==> config.mk <==
export PLATFORM = sky130hd
export DESIGN_NAME = lphm_hash
export DESIGN_NICKNAME = d
export VERILOG_FILES = /design/src/rtl/lphm_pkg.sv /design/src/rtl/lphm_mul.sv /design/src/rtl/lphm_hash.sv
export SDC_FILE = /design/constraint.sdc
export NUM_CORES = 2
export LEC_CHECK = 0
export ABC_AREA = 1
export BUFFER_PORTS_ARGS = -buffer_cell sky130_fd_sc_hd__buf_2
export CORE_MARGIN = 3
export CORE_UTILIZATION = 35
export CTS_CLUSTER_DIAMETER = 40
export DETAILED_ROUTE_END_ITERATION = 12
export PLACE_DENSITY_LB_ADDON = 0.08
export SYNTH_ARGS = -nofsm -noshare
export SYNTH_HDL_FRONTEND = slang
export SYNTH_HIERARCHICAL = 1
export SYNTH_SLANG_ARGS = --single-unit
==> constraint.sdc <==
create_clock -name clk -period 16.9 [get_ports clk]
set_input_delay 2.535 -clock clk [delete_from_list [all_inputs] [get_ports clk]]
set_output_delay 2.535 -clock clk [all_outputs]
set_load 0.01 [all_outputs]
==> src/rtl/lphm_pkg.sv <==
// Shared constants, codes and types of the linear-probe hash memo table.
package lphm_pkg;

    // Table geometry
    localparam int CAPACITY = 1024;
    localparam int IDX_W    = $clog2(CAPACITY);
    localparam int CNT_W    = $clog2(CAPACITY + 1);
    localparam int FILL_W   = 10;
    localparam int LIM_W    = (CNT_W > FILL_W) ? CNT_W : FILL_W;
    localparam int FP_W     = 7;
    localparam int META_W   = 8;
    localparam int KEYL_W   = 64;
    localparam int KEYH_W   = 16;

    localparam logic [FILL_W-1:0] FILL_LIMIT_RST = 10'd768;

    // Mixer constants
    localparam logic [63:0] MIX_GOLDEN = 64'h9E37_79B9_7F4A_7C15;
    localparam logic [63:0] MIX_C1     = 64'hBF58_476D_1CE4_E5B9;
    localparam logic [63:0] MIX_C2     = 64'h94D0_49BB_1331_11EB;

    // Opcodes
    localparam logic [1:0] OP_LOOKUP = 2'd0;
    localparam logic [1:0] OP_INSERT = 2'd1;
    localparam logic [1:0] OP_CLEAR  = 2'd2;

    // Status codes
    localparam logic [2:0] ST_NOT_FOUND   = 3'd0;
    localparam logic [2:0] ST_FOUND_TRUE  = 3'd1;
    localparam logic [2:0] ST_FOUND_FALSE = 3'd2;
    localparam logic [2:0] ST_INSERTED    = 3'd3;
    localparam logic [2:0] ST_UPDATED     = 3'd4;
    localparam logic [2:0] ST_FULL        = 3'd5;
    localparam logic [2:0] ST_CLEARED     = 3'd6;

    // Configuration register indexes
    localparam logic CFG_KEY_WIDE   = 1'b0;
    localparam logic CFG_FILL_LIMIT = 1'b1;

    // Hash sequencer states
    typedef enum logic [2:0] {
        H_IDLE,
        H_GOLD,
        H_X30,
        H_M1,
        H_X27,
        H_M2,
        H_X31,
        H_MOD
    } hash_state_t;

    // Top-level control states
    typedef enum logic [2:0] {
        T_SWEEP,
        T_IDLE,
        T_HASH,
        T_PROBE,
        T_RESULT
    } top_state_t;

    // Hash result: home slot and fingerprint
    typedef struct packed {
        logic [IDX_W-1:0] home;
        logic [FP_W-1:0]  fp;
    } hash_res_t;

    // Slot store write request
    typedef struct packed {
        logic              meta_we;
        logic              key_low_we;
        logic              key_high_we;
        logic [IDX_W-1:0]  addr;
        logic [META_W-1:0] meta;
        logic [KEYL_W-1:0] key_low;
        logic [KEYH_W-1:0] key_high;
    } store_wr_t;

    // Slot store read data
    typedef struct packed {
        logic [META_W-1:0] meta;
        logic [KEYL_W-1:0] key_low;
        logic [KEYH_W-1:0] key_high;
    } store_rd_t;

endpackage

==> src/rtl/lphm_mul.sv <==
// Iterative 64x64 multiplier (low 64 bits) built on one 32x32 multiplier.
module lphm_mul
    import lphm_pkg::*;
(
    input  logic        clk,
    input  logic        rst_n,
    input  logic        start,
    input  logic [63:0] a,
    input  logic [63:0] b,
    output logic        done,
    output logic [63:0] product
);

    logic        busy_reg;
    logic [1:0]  ph_reg;
    logic        done_reg;
    logic [63:0] prod_reg;
    logic [63:0] acc_reg;
    logic [31:0] mx;
    logic [31:0] my;
    logic [63:0] mul_full;

    // Operand select per partial product; a and b hold steady while busy
    always_comb
    begin
        unique case (ph_reg)
            2'd0:
            begin
                mx = a[31:0];
                my = b[31:0];
            end
            2'd1:
            begin
                mx = a[31:0];
                my = b[63:32];
            end
            2'd2:
            begin
                mx = a[63:32];
                my = b[31:0];
            end
            default:
            begin
                mx = 32'd0;
                my = 32'd0;
            end
        endcase
    end

    assign mul_full = mx * my;

    // Phase control
    always_ff @(posedge clk or negedge rst_n)
    begin
        if (!rst_n)
        begin
            busy_reg <= 1'b0;
            ph_reg   <= 2'd0;
            done_reg <= 1'b0;
        end
        else
        begin
            done_reg <= 1'b0;
            if (start)
            begin
                busy_reg <= 1'b1;
                ph_reg   <= 2'd0;
            end
            else if (busy_reg)
            begin
                ph_reg <= ph_reg + 2'd1;
                if (ph_reg == 2'd3)
                begin
                    busy_reg <= 1'b0;
                    done_reg <= 1'b1;
                end
            end
        end
    end

    // Product register and accumulation of the previous partial product
    always_ff @(posedge clk)
    begin
        if (busy_reg)
        begin
            prod_reg <= mul_full;
            unique case (ph_reg)
                2'd0:    acc_reg <= acc_reg;
                2'd1:    acc_reg <= prod_reg;
                default: acc_reg <= acc_reg + {prod_reg[31:0], 32'd0};
            endcase
        end
    end

    assign done    = done_reg;
    assign product = acc_reg;

endmodule

==> src/rtl/lphm_hash.sv <==
// Key mixer sequencer: xor-shift steps and two multiplies (three with a wide key) on the shared multiplier.
module lphm_hash
    import lphm_pkg::*;
(
    input  logic              clk,
    input  logic              rst_n,
    input  logic              start,
    input  logic [KEYL_W-1:0] key_low,
    input  logic [KEYH_W-1:0] key_high,
    input  logic              key_wide,
    output logic              done,
    output hash_res_t         result
);

    localparam bit CAP_POW2 = ((CAPACITY & (CAPACITY - 1)) == 0);
    localparam logic [IDX_W:0] CAP_R = (IDX_W + 1)'(CAPACITY);

    hash_state_t       state_reg, state_next;
    logic [63:0]       z_reg, z_next;
    logic [KEYH_W-1:0] hi_reg;
    logic [IDX_W:0]    r_reg, r_next;
    logic [5:0]        bit_reg, bit_next;
    logic              done_reg, done_next;
    logic              mul_start;
    logic [63:0]       mul_a;
    logic [63:0]       mul_b;
    logic              mul_done;
    logic [63:0]       mul_p;
    logic [IDX_W:0]    rem_shift;
    logic [FP_W-1:0]   fp_raw;

    lphm_mul u_mul (
        .clk     (clk),
        .rst_n   (rst_n),
        .start   (mul_start),
        .a       (mul_a),
        .b       (mul_b),
        .done    (mul_done),
        .product (mul_p)
    );

    // Multiplier operands by step
    always_comb
    begin
        mul_a = (state_reg == H_GOLD) ? (64'(hi_reg) + 64'd1) : z_reg;
        priority case (state_reg)
            H_GOLD:  mul_b = MIX_GOLDEN;
            H_M1:    mul_b = MIX_C1;
            default: mul_b = MIX_C2;
        endcase
    end

    // One restoring step of the remainder by capacity
    assign rem_shift = {r_reg[IDX_W-1:0], z_reg[bit_reg]};

    // Sequencer
    always_comb
    begin
        state_next = state_reg;
        z_next     = z_reg;
        r_next     = r_reg;
        bit_next   = bit_reg;
        done_next  = 1'b0;
        mul_start  = 1'b0;
        unique case (state_reg)
            H_IDLE:
            begin
                if (start)
                begin
                    z_next = key_low;
                    if (key_wide)
                    begin
                        mul_start  = 1'b1;
                        state_next = H_GOLD;
                    end
                    else
                    begin
                        state_next = H_X30;
                    end
                end
            end
            H_GOLD:
            begin
                if (mul_done)
                begin
                    z_next     = z_reg ^ mul_p;
                    state_next = H_X30;
                end
            end
            H_X30:
            begin
                z_next     = z_reg ^ (z_reg >> 30);
                mul_start  = 1'b1;
                state_next = H_M1;
            end
            H_M1:
            begin
                if (mul_done)
                begin
                    z_next     = mul_p;
                    state_next = H_X27;
                end
            end
            H_X27:
            begin
                z_next     = z_reg ^ (z_reg >> 27);
                mul_start  = 1'b1;
                state_next = H_M2;
            end
            H_M2:
            begin
                if (mul_done)
                begin
                    z_next     = mul_p;
                    state_next = H_X31;
                end
            end
            H_X31:
            begin
                z_next = z_reg ^ (z_reg >> 31);
                if (CAP_POW2)
                begin
                    done_next  = 1'b1;
                    state_next = H_IDLE;
                end
                else
                begin
                    r_next     = '0;
                    bit_next   = 6'd63;
                    state_next = H_MOD;
                end
            end
            H_MOD:
            begin
                r_next = (rem_shift >= CAP_R) ? (rem_shift - CAP_R) : rem_shift;
                if (bit_reg == 6'd0)
                begin
                    done_next  = 1'b1;
                    state_next = H_IDLE;
                end
                else
                begin
                    bit_next = bit_reg - 6'd1;
                end
            end
            default:
            begin
                state_next = H_IDLE;
            end
        endcase
    end

    // Control registers
    always_ff @(posedge clk or negedge rst_n)
    begin
        if (!rst_n)
        begin
            state_reg <= H_IDLE;
            done_reg  <= 1'b0;
        end
        else
        begin
            state_reg <= state_next;
            done_reg  <= done_next;
        end
    end

    // Datapath registers
    always_ff @(posedge clk)
    begin
        z_reg   <= z_next;
        r_reg   <= r_next;
        bit_reg <= bit_next;
        if (start && (state_reg == H_IDLE))
        begin
            hi_reg <= key_high;
        end
    end

    // Fingerprint from the top bits, never zero
    assign fp_raw      = z_reg[63 -: FP_W];
    assign result.fp   = (fp_raw == '0) ? FP_W'(1) : fp_raw;
    assign result.home = CAP_POW2 ? z_reg[IDX_W-1:0] : r_reg[IDX_W-1:0];
    assign done        = done_reg;

endmodule

# Yosys cells after proc, flatten, opt, wreduce, memory -nomap -nowiden
# Cells that the tools add are included.
# classes
add_sub_neg,4
mul,1
eq_ne,16
n_mux,30
n_bitwise,6
n_reduce_logical,15
# op_table
operator,count
$pmux W64 S6,1
$mux W64,4
$pmux W32 S2,2
$pmux W64 S2,1
$pmux W62 S2,1
$add A64 B64 Y64,1
$mul A32 B32 Y64,1
$xor A64 B33 Y64,1
$xor A64 B34 Y64,1
$xor A64 B37 Y64,1
$xor A64 B64 Y64,1
$pmux W3 S8,1
$add A16 B1 Y17 const B,1
$mux W3,5
$eq A3 B3 Y1 const B,4
$mux W1,9
$ne A2 B1 Y1 const B,4
$reduce_or A2 Y1,4
$logic_not A7 Y1,1
$mux W7,1
$eq A3 B2 Y1 const B,2
$logic_not A6 Y1,1
$mux W2,3
$reduce_bool A6 Y1,1
other kinds (15),20
# word_totals
reg_bits,222
elab_cells,82

# Logic depth before layout (Yosys ltp)
# logic_depth
ltp_word,4
depth_mapped,42

# By module
# Netlist, hierarchy kept.
# by_module_without_submodules
module,instances,cells_each,area_per_inst_um2
lphm_mul,1,5346,42505.8
lphm_hash,1,1097,7816.2

# Worst setup path before layout
# No wires, ideal clock.
# synth_timing
path_kind,reg2reg
from,register state_reg[1]
to,register u_mul.prod_reg[52] (data pin)
t_arrival_ns,7.326
setup_slack_ns,9.321
path_stages_with_launch,35
n_path_buf,2
synth_period_minus_slack_ns,7.579
cell_sequence,dfrtp_1 -> inv_2 -> nand2_1 -> nor2_4 -> buf_1 -> nand2_1 -> a21oi_4 -> clkinv_1 -> buf_2 -> nor2_1 -> fa_1 -> fa_1 -> inv_1 -> fa_1 -> fa_1 -> inv_1 -> fa_1 -> fa_1 -> fa_1 -> inv_1 -> fa_1 -> inv_1 -> ha_1 -> nand2_1 -> inv_1 -> nand2_1 -> nand2_1 -> nand2_1 -> nand2_1 -> inv_1 -> nand2_1 -> a21oi_1 -> nand2_1 -> nand2_1 -> nand2_1
# synth_between
elab_chain_len,4
word_cells_on_any_way,7
classes_between,1 x mul; 2 x eq/ne; 4 x mux
# synth_rtl
item,line_no,rtl
from (decl),lphm_hash.sv:18,"hash_state_t state_reg, state_next;"
from (signal assigned),lphm_hash.sv:163,state_reg <= state_next;
$eq A3 B2 Y1 / $eq A3 B1 Y1 (equally long branches),lphm_hash.sv:46,priority case (state_reg)
$pmux W62 S2 (*),lphm_hash.sv:46,
via mul_b[11],lphm_hash.sv:26,logic [63:0] mul_b;
$pmux W32 S2 (*),lphm_mul.sv:26,unique case (ph_reg)
$mul A32 B32 Y64 (*),lphm_mul.sv:50,assign mul_full = mx * my;
via u_mul.mul_full[52],lphm_mul.sv:21,logic [63:0] mul_full;
to (signal assigned),lphm_mul.sv:86,prod_reg <= mul_full;
to (decl),lphm_mul.sv:17,logic [63:0] prod_reg;
# The timed path passes the listed nets; every way through them passes the cells marked *.
# A chain may end at the register's enable or synchronous reset.

# Worst setup path in the final report
# layout_timing
from,register state_reg[1]
to,register u_mul.prod_reg[53] (data pin)
# layout_between
elab_chain_len,4
word_cells_on_any_way,7
classes_between,1 x mul; 2 x eq/ne; 4 x mux
# layout_rtl
item,line_no,rtl
$eq A3 B1 Y1,lphm_hash.sv:45,mul_a = (state_reg == H_GOLD) ? (64'(hi_reg) + 64'd1) : z_reg;
$mux W64,lphm_hash.sv:45,
via mul_a[10],lphm_hash.sv:25,logic [63:0] mul_a;
$pmux W32 S2,lphm_mul.sv:26,
$mul A32 B32 Y64,lphm_mul.sv:50,
via u_mul.mul_full[53],lphm_mul.sv:21,
# The timed path passes the listed nets, and every way through them passes these cells.

==> out/qor.yml <==
placed_design:
  dp_cells: 8235
  place_congestion: 0.917
  hpwlAfterDp_mm: 158
  portBuffers: 101
min_path:
  hold_class: "reg -> reg"
  hold_depth: 2
  hp-start: "u_mul/prod_reg[51]$_DFFE_PP_"
  holdPathEnd: "u_mul/product[51]$_DFFE_PP_"
synthesis:
  yosys.area_share.simple: 0.226
  synthAdderAreaFrac: 0.432
  ys_warn_count: 6
  avgSynthCellArea_sq_um: 7.81
  synth_top_family_by_area: "adder cells"
  netlist_area_sq_um: 50300
  ys_top_cells_by_area: "fa_1, nand2_1, edfxtp_1"
  synthCells: 6443
  muxShareOfSynthArea: 0
  synth.most_common_cell: "nand2_1"
  synth.distinct_cells: 47
  synth_flop_cell: "edfxtp_1"
  ys_seq_area_frac: 0.132
  yosysTopAreaCellShare: 0.357
  synth-compound-area-share: 0.0332
  synth_edf_count: 214
  synth-seq-cells: 222
  synthTopCellsByCount: "nand2_1, inv_1, fa_1, nor2_1, ha_1"
  synth_top_cell_by_area: "fa_1"
  synthXorXnorAreaFrac: 0.0386
  async_flop_share: 0.0360
critical_path:
  critical_path_buf_inv_count: 8
  start_kind: "flip-flop"
  path_common_cell: "fa_1"
  r2r_start: "state_reg[1]$_DFFE_PN0P_"
  critPathMaxFanout: 52
  crit_path_end_kind: "flip-flop"
  crit_family: "adder cells"
  critical_path_required_ns: 17.24
  crit_slowest_cell: "nor2_1"
  critPathKind: "reg -> reg"
  r2r-end: "u_mul/prod_reg[53]$_DFFE_PP_"
  ff2ff_path_depth: 32
  slowest_delay_ns: 1.08
  r2r_slack_ns: 6.21
  arrival_ns: 11.03
clock_tree:
  cts_hold_buf: 0
  worst_skew_pair.late_latency_ns: 0.59
  cts_setup_buffers: 0
  clockBufferDepth: 3
  root_buffer: "clkbuf_16"
  numCtsBuffers: 47
  h-tree-depth: 2
  clk_pin_slew_ns: 0.05
  cts_resized: 0
  cts_num_sinks: 222
  cts_tree: "built"
floorplan:
  io_pins: 102
  fp.dieH_um: 385
  dieArea_sq_um: 148000
  chipWidth_um: 385
  start_util: 0.354
  rows: 138
  core_area_sq_um: 142000
sta:
  finalClockSkew_ns: 0.0211
  fin_crit_ns: 10.69
  hold_violations: 0
  setup_viol: 0
  rsz0062_at_grt: "false"
  drv_slew: 0
  fin_crit_sh: 0.633
  tightestPinTransition_ns: 1.37
  fmax_ghz: 0.0935
  max_slew_margin: 0.0828
  tns_ns: 0
layout:
  area_delta_synth_final_pct: 7.17
  diodes: 0
  nets: 7676
  fin_util: 0.380
  stdcell_count: 8321
  drive_above_1_share: 0.0669
detailed_routing:
  via_count: 41000
  antenna_left: 0
  drt-vias-per-instance: 4.93
  top_layer: "met4"
  drtIter0Drc: 2904
  wl_met1_mm: 88.4
  route.met2.wl_mm: 92.1
  drc_errors: 0
  wl_per_cell_um: 23.8
  wirelength_mm: 198
  wl_met3_mm: 10.3
  firstDrtPassIters: 6
grt:
  grt_pass1_vias: 42300
  track_usage: 0.270
  grt_max_degree: 69
  grt_pass1_wl_mm: 291
  overflow: 0
  antenna_found_initial: 3
status:
  outcome: "finished clean"
job:
  max_cap_violations: 0
[cells by family after synthesis]
logic type	after synthesis
compound gates	206
xor+xnor	222
fa+ha+maj	1198
buf+inv	1727
flops	222
other cells	2
simple gates	2866
[final cells by class]
cell class              count  area [sq um]
fillers                 15000         88200
multi-input cells        4507         36900
flip-flops and latches    222          6630
inverters                1424          5350
well taps                1890          2360
clock buffers              53          1200
repair buffers            192          1200
clock inverters            33           324
[layer usage]
metal | vias to the layer above | GRT usage
met4 | 0 | 0.0775
li1 | 18600 | -
met1 | 20800 | 0.379
met3 | 272 | 0.0236
met5 | - | 0
met2 | 1308 | 0.444
[worst reg2reg max path: cells and delay by family, from the launching register on]
family | cells | cell delay, ns
compound gates | 2 | 0.23
fa+ha+maj | 9 | 4.63
buf+inv | 8 | 1.82
flops | 1 | 0.48
simple gates | 13 | 3.28
[stage by stage]
stage,cell area (sq um),hold WS [ns],worst slack [ns]
final,53900,0.520,6.21
after global routing,53900,0.547,5.78
after CTS,53900,0.523,6.30
after detailed placement,52400,0.509,6.32
after global placement,52400,0.516,6.01
after floorplan,50400,0.494,9.32
[worst max path at each step]
stage | start | slack [ns] | to | cells after the start
floorplan | state_reg[1]$_DFFE_PN0P_ | 9.32 | u_mul/prod_reg[52]$_DFFE_PP_ | 34
global placement | state_reg[1]$_DFFE_PN0P_ | 6.01 | u_mul/prod_reg[53]$_DFFE_PP_ | 32
detailed placement | state_reg[1]$_DFFE_PN0P_ | 6.32 | u_mul/prod_reg[53]$_DFFE_PP_ | 32
CTS | state_reg[1]$_DFFE_PN0P_ | 6.30 | u_mul/prod_reg[53]$_DFFE_PP_ | 32
global route | state_reg[1]$_DFFE_PN0P_ | 5.78 | u_mul/prod_reg[53]$_DFFE_PP_ | 32
finish | state_reg[1]$_DFFE_PN0P_ | 6.21 | u_mul/prod_reg[53]$_DFFE_PP_ | 32
[cell usage in the layout, fill, tap and decap left out, drive strengths merged, types with 27 or more instances in the layout]
| master | n |
|---|---|
| a21oi | 100 |
| a22oi | 32 |
| buf | 192 |
| clkbuf | 53 |
| edfxtp | 214 |
| fa | 897 |
| ha | 301 |
| inv | 1425 |
| nand2 | 1835 |
| nand3 | 157 |
| nor2 | 805 |
| nor3 | 29 |
| o211ai | 27 |
| o21ai | 31 |
| xnor2 | 48 |
| xor2 | 174 |
Power is left out: the tool's default activity adds up to more than one toggle a clock period on the data nets, which glitch-free logic cannot reach.
